==> config.mk <==
export PLATFORM = sky130hd
export DESIGN_NAME = indexed_insert_delete_array
export DESIGN_NICKNAME = d
export VERILOG_FILES = /design/src/rtl/core/iida_pkg.sv /design/src/rtl/core/indexed_insert_delete_array.sv /design/src/rtl/core/iida_mem.sv /design/src/rtl/core/iida_seq.sv
export SDC_FILE = /design/constraint.sdc
export NUM_CORES = 2
export LEC_CHECK = 0
export BUFFER_PORTS_ARGS = -buffer_cell sky130_fd_sc_hd__buf_4
export CAP_MARGIN = 20
export CORE_MARGIN = 3
export CORE_UTILIZATION = 55
export DETAILED_ROUTE_END_ITERATION = 8
export PLACE_DENSITY_LB_ADDON = 0.12
export SETUP_SLACK_MARGIN = 0.4
export SLEW_MARGIN = 20
export SYNTH_ARGS = -nofsm -noshare
export SYNTH_HDL_FRONTEND = slang
export SYNTH_SLANG_ARGS = --single-unit
==> constraint.sdc <==
create_clock -name clk -period 12.6 [get_ports clk]
set_input_delay 2.52 -clock clk [delete_from_list [all_inputs] [get_ports clk]]
set_output_delay 2.52 -clock clk [all_outputs]
set_load 0.01 [all_outputs]
==> src/rtl/core/iida_pkg.sv <==
// shared types and constants for the indexed insert/delete array
package iida_pkg;

    // fixed field widths
    localparam int CMD_W      = 3;
    localparam int IDX_W      = 7;
    localparam int VAL_W      = 32;
    localparam int STATUS_W   = 2;
    localparam int COUNT_W    = 7;
    localparam int IN_DATA_W  = 40;
    localparam int OUT_DATA_W = 40;

    // command codes
    typedef enum logic [CMD_W-1:0] {
        CMD_INSERT = 3'd0,
        CMD_PUSH   = 3'd1,
        CMD_GET    = 3'd2,
        CMD_POP    = 3'd3,
        CMD_DELETE = 3'd4
    } cmd_t;

    // result status codes
    typedef enum logic [STATUS_W-1:0] {
        ST_OK    = 2'd0,
        ST_INDEX = 2'd1,
        ST_FULL  = 2'd2
    } status_t;

    // sequencer states
    typedef enum logic [2:0] {
        S_IDLE,
        S_SHIFT,
        S_PLACE,
        S_GET_WAIT,
        S_RESP
    } state_t;

endpackage

==> src/rtl/core/indexed_insert_delete_array.sv <==
// top level: bounded ordered word array with insert, push, get, pop and delete
//
// Each item on the s_ side is one command (s_tuser) with an index and a word;
// each produces exactly one result item on the m_ side with a status, the word
// read by a get (zero otherwise) and the element count after the command.
// s_tready is high only while the sequencer is idle; one command is worked at
// a time. Push writes its word on accept and pop only lowers the count; get
// reads the memory and waits for the registered read data. Insert moves the
// words from the index to the end one place up, then writes the new word into
// the opened slot; delete moves the words after the index one place down. The
// words go one at a time through the single read and single write port of the
// element memory.
// Results sit in an output register; a stalled m_tready holds it, and the next
// result waits in the sequencer until that register frees up, while s_tready
// stays low. Reset clears the element count; memory contents are left as is
// and are never read before being written.
module indexed_insert_delete_array #(
    parameter int CAPACITY = 64
) (
    input  logic                                clk,
    input  logic                                rst_n,
    // command items
    input  logic                                s_tvalid,
    output logic                                s_tready,
    input  logic [iida_pkg::IN_DATA_W-1:0]      s_tdata,   // index[6:0], value[38:7], pad
    input  logic [iida_pkg::CMD_W-1:0]          s_tuser,   // command[2:0]
    // result items
    output logic                                m_tvalid,
    input  logic                                m_tready,
    output logic [iida_pkg::OUT_DATA_W-1:0]     m_tdata,   // read_value[31:0], count[38:32], pad
    output logic [iida_pkg::STATUS_W-1:0]       m_tuser    // status[1:0]
);

    localparam int ADDR_W = $clog2(CAPACITY);
    localparam int CNT_W  = $clog2(CAPACITY + 1);

    logic                            start;
    logic                            idle;
    logic                            res_valid;
    logic                            res_ready;
    logic [iida_pkg::STATUS_W-1:0]   res_status;
    logic [iida_pkg::VAL_W-1:0]      res_read_value;
    logic [iida_pkg::COUNT_W-1:0]    res_count;
    logic                            mem_we;
    logic [ADDR_W-1:0]               mem_waddr;
    logic [iida_pkg::VAL_W-1:0]      mem_wdata;
    logic                            mem_re;
    logic [ADDR_W-1:0]               mem_raddr;
    logic [iida_pkg::VAL_W-1:0]      mem_rdata;

    logic                            m_valid_reg, m_valid_next;
    logic [iida_pkg::OUT_DATA_W-1:0] m_data_reg, m_data_next;
    logic [iida_pkg::STATUS_W-1:0]   m_user_reg, m_user_next;

    assign s_tready = idle;
    assign start    = s_tvalid & idle;

    iida_seq #(
        .CAPACITY (CAPACITY),
        .ADDR_W   (ADDR_W),
        .CNT_W    (CNT_W)
    ) u_seq (
        .clk            (clk),
        .rst_n          (rst_n),
        .start          (start),
        .cmd            (s_tuser),
        .idx            (s_tdata[iida_pkg::IDX_W-1:0]),
        .val            (s_tdata[iida_pkg::IDX_W +: iida_pkg::VAL_W]),
        .idle           (idle),
        .res_valid      (res_valid),
        .res_ready      (res_ready),
        .res_status     (res_status),
        .res_read_value (res_read_value),
        .res_count      (res_count),
        .mem_we         (mem_we),
        .mem_waddr      (mem_waddr),
        .mem_wdata      (mem_wdata),
        .mem_re         (mem_re),
        .mem_raddr      (mem_raddr),
        .mem_rdata      (mem_rdata)
    );

    iida_mem #(
        .DEPTH  (CAPACITY),
        .ADDR_W (ADDR_W),
        .WIDTH  (iida_pkg::VAL_W)
    ) u_mem (
        .clk   (clk),
        .we    (mem_we),
        .waddr (mem_waddr),
        .wdata (mem_wdata),
        .re    (mem_re),
        .raddr (mem_raddr),
        .rdata (mem_rdata)
    );

    // output register
    assign res_ready = ~m_valid_reg | m_tready;

    always_comb
    begin
        m_valid_next = m_valid_reg;
        m_data_next  = m_data_reg;
        m_user_next  = m_user_reg;
        if (res_valid && res_ready)
        begin
            m_valid_next = 1'b1;
            m_data_next  = iida_pkg::OUT_DATA_W'({res_count, res_read_value});
            m_user_next  = res_status;
        end
        else if (m_tready)
        begin
            m_valid_next = 1'b0;
        end
    end

    always_ff @(posedge clk or negedge rst_n)
    begin
        if (!rst_n)
        begin
            m_valid_reg <= 1'b0;
        end
        else
        begin
            m_valid_reg <= m_valid_next;
        end
    end

    always_ff @(posedge clk)
    begin
        m_data_reg <= m_data_next;
        m_user_reg <= m_user_next;
    end

    assign m_tvalid = m_valid_reg;
    assign m_tdata  = m_data_reg;
    assign m_tuser  = m_user_reg;

endmodule

==> src/rtl/core/iida_mem.sv <==
// element storage: one write port and one registered read port
module iida_mem #(
    parameter int DEPTH  = 64,
    parameter int ADDR_W = 6,
    parameter int WIDTH  = 32
) (
    input  logic              clk,
    input  logic              we,
    input  logic [ADDR_W-1:0] waddr,
    input  logic [WIDTH-1:0]  wdata,
    input  logic              re,
    input  logic [ADDR_W-1:0] raddr,
    output logic [WIDTH-1:0]  rdata
);

    logic [WIDTH-1:0] mem [DEPTH];
    logic [WIDTH-1:0] rdata_reg;

    // write port
    always_ff @(posedge clk)
    begin
        if (we)
        begin
            mem[waddr] <= wdata;
        end
    end

    // registered read port
    always_ff @(posedge clk)
    begin
        if (re)
        begin
            rdata_reg <= mem[raddr];
        end
    end

    assign rdata = rdata_reg;

endmodule

==> src/rtl/core/iida_seq.sv <==
// command sequencer: range checks, element count and one-word-per-cycle shifting
module iida_seq #(
    parameter int CAPACITY = 64,
    parameter int ADDR_W   = 6,
    parameter int CNT_W    = 7
) (
    input  logic                          clk,
    input  logic                          rst_n,
    // command side
    input  logic                          start,
    input  logic [iida_pkg::CMD_W-1:0]    cmd,
    input  logic [iida_pkg::IDX_W-1:0]    idx,
    input  logic [iida_pkg::VAL_W-1:0]    val,
    output logic                          idle,
    // result side
    output logic                          res_valid,
    input  logic                          res_ready,
    output logic [iida_pkg::STATUS_W-1:0] res_status,
    output logic [iida_pkg::VAL_W-1:0]    res_read_value,
    output logic [iida_pkg::COUNT_W-1:0]  res_count,
    // memory port
    output logic                          mem_we,
    output logic [ADDR_W-1:0]             mem_waddr,
    output logic [iida_pkg::VAL_W-1:0]    mem_wdata,
    output logic                          mem_re,
    output logic [ADDR_W-1:0]             mem_raddr,
    input  logic [iida_pkg::VAL_W-1:0]    mem_rdata
);

    // compare width covering both the index field and the count
    localparam int EXT_W = (CNT_W > iida_pkg::IDX_W) ? CNT_W : iida_pkg::IDX_W;

    iida_pkg::state_t                state_reg, state_next;
    logic [CNT_W-1:0]                count_reg, count_next;
    logic [ADDR_W-1:0]               ptr_reg, ptr_next;
    logic [ADDR_W-1:0]               end_reg, end_next;
    logic [ADDR_W-1:0]               paddr_reg, paddr_next;
    logic [ADDR_W-1:0]               place_reg, place_next;
    logic                            up_reg, up_next;
    logic                            reading_reg, reading_next;
    logic                            pend_reg, pend_next;
    logic [iida_pkg::VAL_W-1:0]      val_reg, val_next;
    logic [iida_pkg::VAL_W-1:0]      rd_reg, rd_next;
    logic [iida_pkg::STATUS_W-1:0]   status_reg, status_next;

    logic [EXT_W-1:0]                idx_e;
    logic [EXT_W-1:0]                cnt_e;
    logic [ADDR_W-1:0]               idx_a;
    logic [ADDR_W-1:0]               last_a;
    logic                            full;

    assign idx_e  = EXT_W'(idx);
    assign cnt_e  = EXT_W'(count_reg);
    assign idx_a  = idx_e[ADDR_W-1:0];
    assign last_a = ADDR_W'(count_reg - CNT_W'(1));
    assign full   = (count_reg == CNT_W'(CAPACITY));

    // state and control registers
    always_ff @(posedge clk or negedge rst_n)
    begin
        if (!rst_n)
        begin
            state_reg   <= iida_pkg::S_IDLE;
            count_reg   <= '0;
            reading_reg <= 1'b0;
            pend_reg    <= 1'b0;
        end
        else
        begin
            state_reg   <= state_next;
            count_reg   <= count_next;
            reading_reg <= reading_next;
            pend_reg    <= pend_next;
        end
    end

    // payload registers
    always_ff @(posedge clk)
    begin
        ptr_reg    <= ptr_next;
        end_reg    <= end_next;
        paddr_reg  <= paddr_next;
        place_reg  <= place_next;
        up_reg     <= up_next;
        val_reg    <= val_next;
        rd_reg     <= rd_next;
        status_reg <= status_next;
    end

    // next state, memory control and shift stepping
    always_comb
    begin
        state_next   = state_reg;
        count_next   = count_reg;
        ptr_next     = ptr_reg;
        end_next     = end_reg;
        paddr_next   = paddr_reg;
        place_next   = place_reg;
        up_next      = up_reg;
        reading_next = reading_reg;
        pend_next    = pend_reg;
        val_next     = val_reg;
        rd_next      = rd_reg;
        status_next  = status_reg;
        mem_we       = 1'b0;
        mem_waddr    = '0;
        mem_wdata    = '0;
        mem_re       = 1'b0;
        mem_raddr    = '0;
        idle         = 1'b0;
        res_valid    = 1'b0;

        unique case (state_reg)
            iida_pkg::S_IDLE:
            begin
                idle = 1'b1;
                if (start)
                begin
                    rd_next      = '0;
                    status_next  = iida_pkg::ST_OK;
                    state_next   = iida_pkg::S_RESP;
                    reading_next = 1'b1;
                    pend_next    = 1'b0;
                    case (cmd)
                        iida_pkg::CMD_INSERT:
                        begin
                            if (idx_e > cnt_e)
                            begin
                                status_next = iida_pkg::ST_INDEX;
                            end
                            else if (full)
                            begin
                                status_next = iida_pkg::ST_FULL;
                            end
                            else
                            begin
                                count_next = count_reg + CNT_W'(1);
                                val_next   = val;
                                place_next = idx_a;
                                up_next    = 1'b1;
                                ptr_next   = last_a;
                                end_next   = idx_a;
                                state_next = (idx_e == cnt_e) ? iida_pkg::S_PLACE
                                                              : iida_pkg::S_SHIFT;
                            end
                        end
                        iida_pkg::CMD_PUSH:
                        begin
                            if (full)
                            begin
                                status_next = iida_pkg::ST_FULL;
                            end
                            else
                            begin
                                mem_we     = 1'b1;
                                mem_waddr  = ADDR_W'(count_reg);
                                mem_wdata  = val;
                                count_next = count_reg + CNT_W'(1);
                            end
                        end
                        iida_pkg::CMD_GET:
                        begin
                            if (idx_e >= cnt_e)
                            begin
                                status_next = iida_pkg::ST_INDEX;
                            end
                            else
                            begin
                                mem_re     = 1'b1;
                                mem_raddr  = idx_a;
                                state_next = iida_pkg::S_GET_WAIT;
                            end
                        end
                        iida_pkg::CMD_POP:
                        begin
                            if (count_reg == '0)
                            begin
                                status_next = iida_pkg::ST_INDEX;
                            end
                            else
                            begin
                                count_next = count_reg - CNT_W'(1);
                            end
                        end
                        iida_pkg::CMD_DELETE:
                        begin
                            if (idx_e >= cnt_e)
                            begin
                                status_next = iida_pkg::ST_INDEX;
                            end
                            else
                            begin
                                count_next = count_reg - CNT_W'(1);
                                up_next    = 1'b0;
                                ptr_next   = ADDR_W'(idx_a + ADDR_W'(1));
                                end_next   = last_a;
                                if (idx_a != last_a)
                                begin
                                    state_next = iida_pkg::S_SHIFT;
                                end
                            end
                        end
                        default:
                        begin
                            status_next = iida_pkg::ST_INDEX;
                        end
                    endcase
                end
            end

            // read one word per cycle, write the word read last cycle one place over
            iida_pkg::S_SHIFT:
            begin
                if (reading_reg)
                begin
                    mem_re    = 1'b1;
                    mem_raddr = ptr_reg;
                    if (ptr_reg == end_reg)
                    begin
                        reading_next = 1'b0;
                    end
                    else
                    begin
                        ptr_next = up_reg ? ADDR_W'(ptr_reg - ADDR_W'(1))
                                          : ADDR_W'(ptr_reg + ADDR_W'(1));
                    end
                end
                pend_next  = reading_reg;
                paddr_next = ptr_reg;
                if (pend_reg)
                begin
                    mem_we    = 1'b1;
                    mem_waddr = up_reg ? ADDR_W'(paddr_reg + ADDR_W'(1))
                                       : ADDR_W'(paddr_reg - ADDR_W'(1));
                    mem_wdata = mem_rdata;
                    if (!reading_reg)
                    begin
                        state_next = up_reg ? iida_pkg::S_PLACE : iida_pkg::S_RESP;
                    end
                end
            end

            // drop the new word into the opened slot
            iida_pkg::S_PLACE:
            begin
                mem_we     = 1'b1;
                mem_waddr  = place_reg;
                mem_wdata  = val_reg;
                state_next = iida_pkg::S_RESP;
            end

            iida_pkg::S_GET_WAIT:
            begin
                rd_next    = mem_rdata;
                state_next = iida_pkg::S_RESP;
            end

            iida_pkg::S_RESP:
            begin
                res_valid = 1'b1;
                if (res_ready)
                begin
                    state_next = iida_pkg::S_IDLE;
                end
            end

            default:
            begin
                state_next = iida_pkg::S_IDLE;
            end
        endcase
    end

    assign res_status     = status_reg;
    assign res_read_value = rd_reg;
    assign res_count      = iida_pkg::COUNT_W'(count_reg);

endmodule

==> run_results.csv <==
group,metric,value,unit
clock_network,cts.path.max_buffers,3,
synth,ys.flop_type,"edfxtp_1",
placement,placedCellCount,8155,
routing,routed_wl,273900,um
global_route,grt_pass1_vias,55270,
worst_setup_path,slowest_delay,0.75,ns
power_and_ir_drop,power_switching_share,28.26,%
power_and_ir_drop,pwr_density_cell,179.1,nW/um^2
sta,setup_viol,0,
global_route,track_usage,32.09,%
synth,synth_top_area_share,73.98,%
worst_setup_path,cp-startpoint,"s_tdata[5]",
power_and_ir_drop,p_int,12860,uW
worst_setup_path,path_cells,"buf_4 > ha_1 > nand4_1 > or2_4 > o2111ai_4 > buf_4 > buf_12 > buf_4 > and3_1 > a211oi_1 > a211oi_1 > a211oi_1 > o2111ai_1",
worst_hold_path,holdPathStages,0,
synth,synth_edf_count,2212,
worst_setup_path,cpMaxStageDelayCell,"buf_4",
synth,yosys.area_share.xor_xnor,0.3317,%
worst_hold_path,min_to,"m_tdata[5]",
synth,syn_inst,6269,
floorplanning,io_pins,91,
synth,yosysSeqAreaShare,74.34,%
worst_hold_path,holdCritStartpoint,"u_seq.res_read_value[5]",
worst_setup_path,cp_max_fo,149,
clock_network,clk_transition_reported_paths,0.06,ns
synth,ys_types,73,
routing,firstDrtPassIters,8,
floorplanning,dieArea,168100,sq um
sta,skew,0.05364,ns
sta,fmaxAchievable,137.0,MHz
synth,yosys-top-cells-area,"edfxtp_1, nand3_1, nand2_1, o21ai_0, a211oi_1",
routing,vias,58880,
clock_network,cts.sinks,2225,
finish,area_growth,11.47,%
floorplanning,fp-row-count,147,
global_route,grt_max_degree,174,
floorplanning,initial_core_util,55.66,%
clock_network,cts-hold-fix-buffers,0,
synth,muxShareOfSynthArea,0.2717,%
finish,drive_gt1_share,11.26,%
sta,max_slew_margin,14.37,%
routing,wire_per_inst,31.96,um
worst_setup_path,reg2reg_to,"u_mem.rdata[31]",
clock_network,cts_inserted_buffers,218,
finish,top_register,"u_mem.mem",
worst_hold_path,hold_path_class,"register to register",
routing,viasPerCell,6.869,
worst_setup_path,reg2reg_from,"u_seq.res_count[3]",
job,cap_violations,0,
clock_network,cts-root-buf,"clkbuf_16",
routing,postRouteAntennaNets,0,
synth,avgSynthCellArea,14.32,sq um
synth,synth_top_family_by_area,"compound AO/OA/AOI/OAI gates",
finish,num-nets-final,6285,
worst_setup_path,arrival,7.83,ns
worst_setup_path,cp.required,13.13,ns
synth,synthSimpleGateAreaFrac,10.36,%
clock_network,clock_latency,0.87,ns
power_and_ir_drop,p_leak,0.03336,uW
sta,hold_slack,0.4156,ns
synth,syn-num-nets,6336,
run_status,outcome,"complete, no violations",
placement,port_buffers,88,
placement,place_worst_setup_slack,4.683,ns
synth,ys_ff_latch,2225,
finish,largest_reg_flops,2048,
sta,final_max_slew_viol_count,0,
synth,yosys.area.top_type,"edfxtp_1",
synth,synth_adder_area_share,0.2954,%
sta,post-route-period-util,57.94,%
worst_setup_path,start_kind,"primary input",
finish,instances_no_fill,8571,
synth,yosys_warnings,0,
floorplanning,fp.dieW,410.0,um
global_route,grt_pass1_wl,391500,um
power_and_ir_drop,irDropWorstVdd,0.1424,mV
clock_network,cts_tree,"yes",
synth,synthArstFlopShare,0.5843,%
worst_setup_path,r2r_slack,6.46,ns
worst_setup_path,cp-end-kind,"register",
synth,yosysMostFrequentCell,"edfxtp_1",
worst_setup_path,path_class,"primary input to register",
synth,synth_area,89790,sq um
power_and_ir_drop,p_seq_share,47.8,%
worst_setup_path,reg2regPathDepth,13,
floorplanning,core-area,161300,sq um
global_route,antenna_found_initial,24,
synth,synth_common_cells,"edfxtp_1, nand3_1, nand2_1, o21ai_0, and3_1",
routing,drcViolationCount,0,
routing,drt_iter0_markers,9355,
clock_network,post-cts-setup-buffers,0,
power_and_ir_drop,power_frac_comb,16.9,%
clock_network,ctsResizeCount,0,
floorplanning,die_y,410.0,um
power_and_ir_drop,switchingPower,5066,uW
sta,finalSetupTns,0,ns
sta,finalHoldViolations,0,
placement,hpwl,139700,um
sta,fin_crit,7.300,ns
power_and_ir_drop,clockPowerShare,35.3,%
sta,final.setup.worst_slack,5.300,ns
global_route,gr-total-overflow,0,
placement,gp_congestion,0.8632,
sta,tightest_slew,1.284,ns
synth,synth_compound_area_share,11.54,%
clock_network,h-tree-depth,4,
sta,rsz0062_at_grt,"false",
area by class of cell:
| type | count | area [sq um] |
|---|---|---|
| clock inverters | 130 | 1147 |
| multi-input cells | 3428 | 21150 |
| clock buffers | 277 | 5762 |
| inverters | 72 | 284.0 |
| well taps | 2160 | 2703 |
| fillers | 11850 | 61220 |
| diodes | 6 | 15.01 |
| flip-flops and latches | 2225 | 66750 |
| repair buffers | 273 | 2275 |
worst max path at each step:
stage | endpoint | slack, ns | depth (start not counted)
floorplan | u_seq.place_reg[0] | 5.87 | 7
global placement | u_mem.rdata[9] | 4.70 | 13
detailed placement | u_mem.rdata[9] | 4.68 | 13
CTS | u_mem.rdata[7] | 5.58 | 13
global route | u_mem.rdata[31] | 5.19 | 13
finish | u_mem.rdata[31] | 5.30 | 13
through the flow:
step / area, sq um / total power [uW] / util (%)
floorplan: 89790 / 10380 / -
CTS: 100000 / 17900 / 62.01
finish: 100100 / 17930 / 62.05
global route: 100100 / 18450 / 62.04
detailed placement: 93110 / 11650 / 57.72
global placement: 93090 / 11610 / 57.71
cell usage in the layout, fill, tap and decap left out, types with 39 or more instances in the layout:
| master | Yosys | routed |
|---|---|---|
| nand3_1 | 685 | 685 |
| a211oi_1 | 292 | 292 |
| clkinv_1 | 0 | 49 |
| nand4_1 | 110 | 110 |
| and3_1 | 332 | 332 |
| nor2_4 | 0 | 67 |
| edfxtp_1 | 2212 | 2212 |
| o211ai_1 | 39 | 39 |
| o21ai_0 | 441 | 439 |
| a31oi_1 | 197 | 195 |
| a21oi_1 | 50 | 47 |
| nand2_1 | 599 | 596 |
| buf_4 | 10 | 253 |
| inv_1 | 71 | 39 |
| clkbuf_16 | 0 | 222 |
| clkinv_2 | 1 | 57 |
| clkbuf_1 | 304 | 55 |
| a311o_1 | 207 | 207 |
critical path: cells and delay by family:
kind	cells	cell delay (ns)
buffers and inverters	4	2.22
AOI/OAI and AO/OA	5	1.64
and+or+nand+nor	3	0.82
adders and majority gates	1	0.31
power by group through the flow:
stage          Sequential (uW)  Combinational [uW]  Clock [uW]
6_report                  8570                3020        6340
5_1_grt                   8580                3170        6710
4_1_cts                   8570                2940        6390
3_5_place_dp              8720                2930           0
3_3_place_gp              8720                2890           0
2_1_floorplan             8720                1660           0
routing by layer:
metal  global-route usage (%)  vias to the layer above  routed length, um
met2                    47.28                     3864             121400
met4                    13.44                        4              11740
met1                    45.73                    29670             106100
li1                         -                    24760                  -
met5                        0                        -                 34
met3                    8.329                      580              34600
logic make-up (layout without fill, tap and decap cells):
logic type                 after synthesis  in the layout
xor gates and xnor gates                34             34
other                                    1              7
muxes                                   24             24
adders and majority gates               20             20
buffers and inverters                  616            752
and+or+nand+nor                       1894           1894
DFF                                   2225           2225
AOI/OAI and AO/OA                     1455           1455
(Power assumes the default switching activity.)
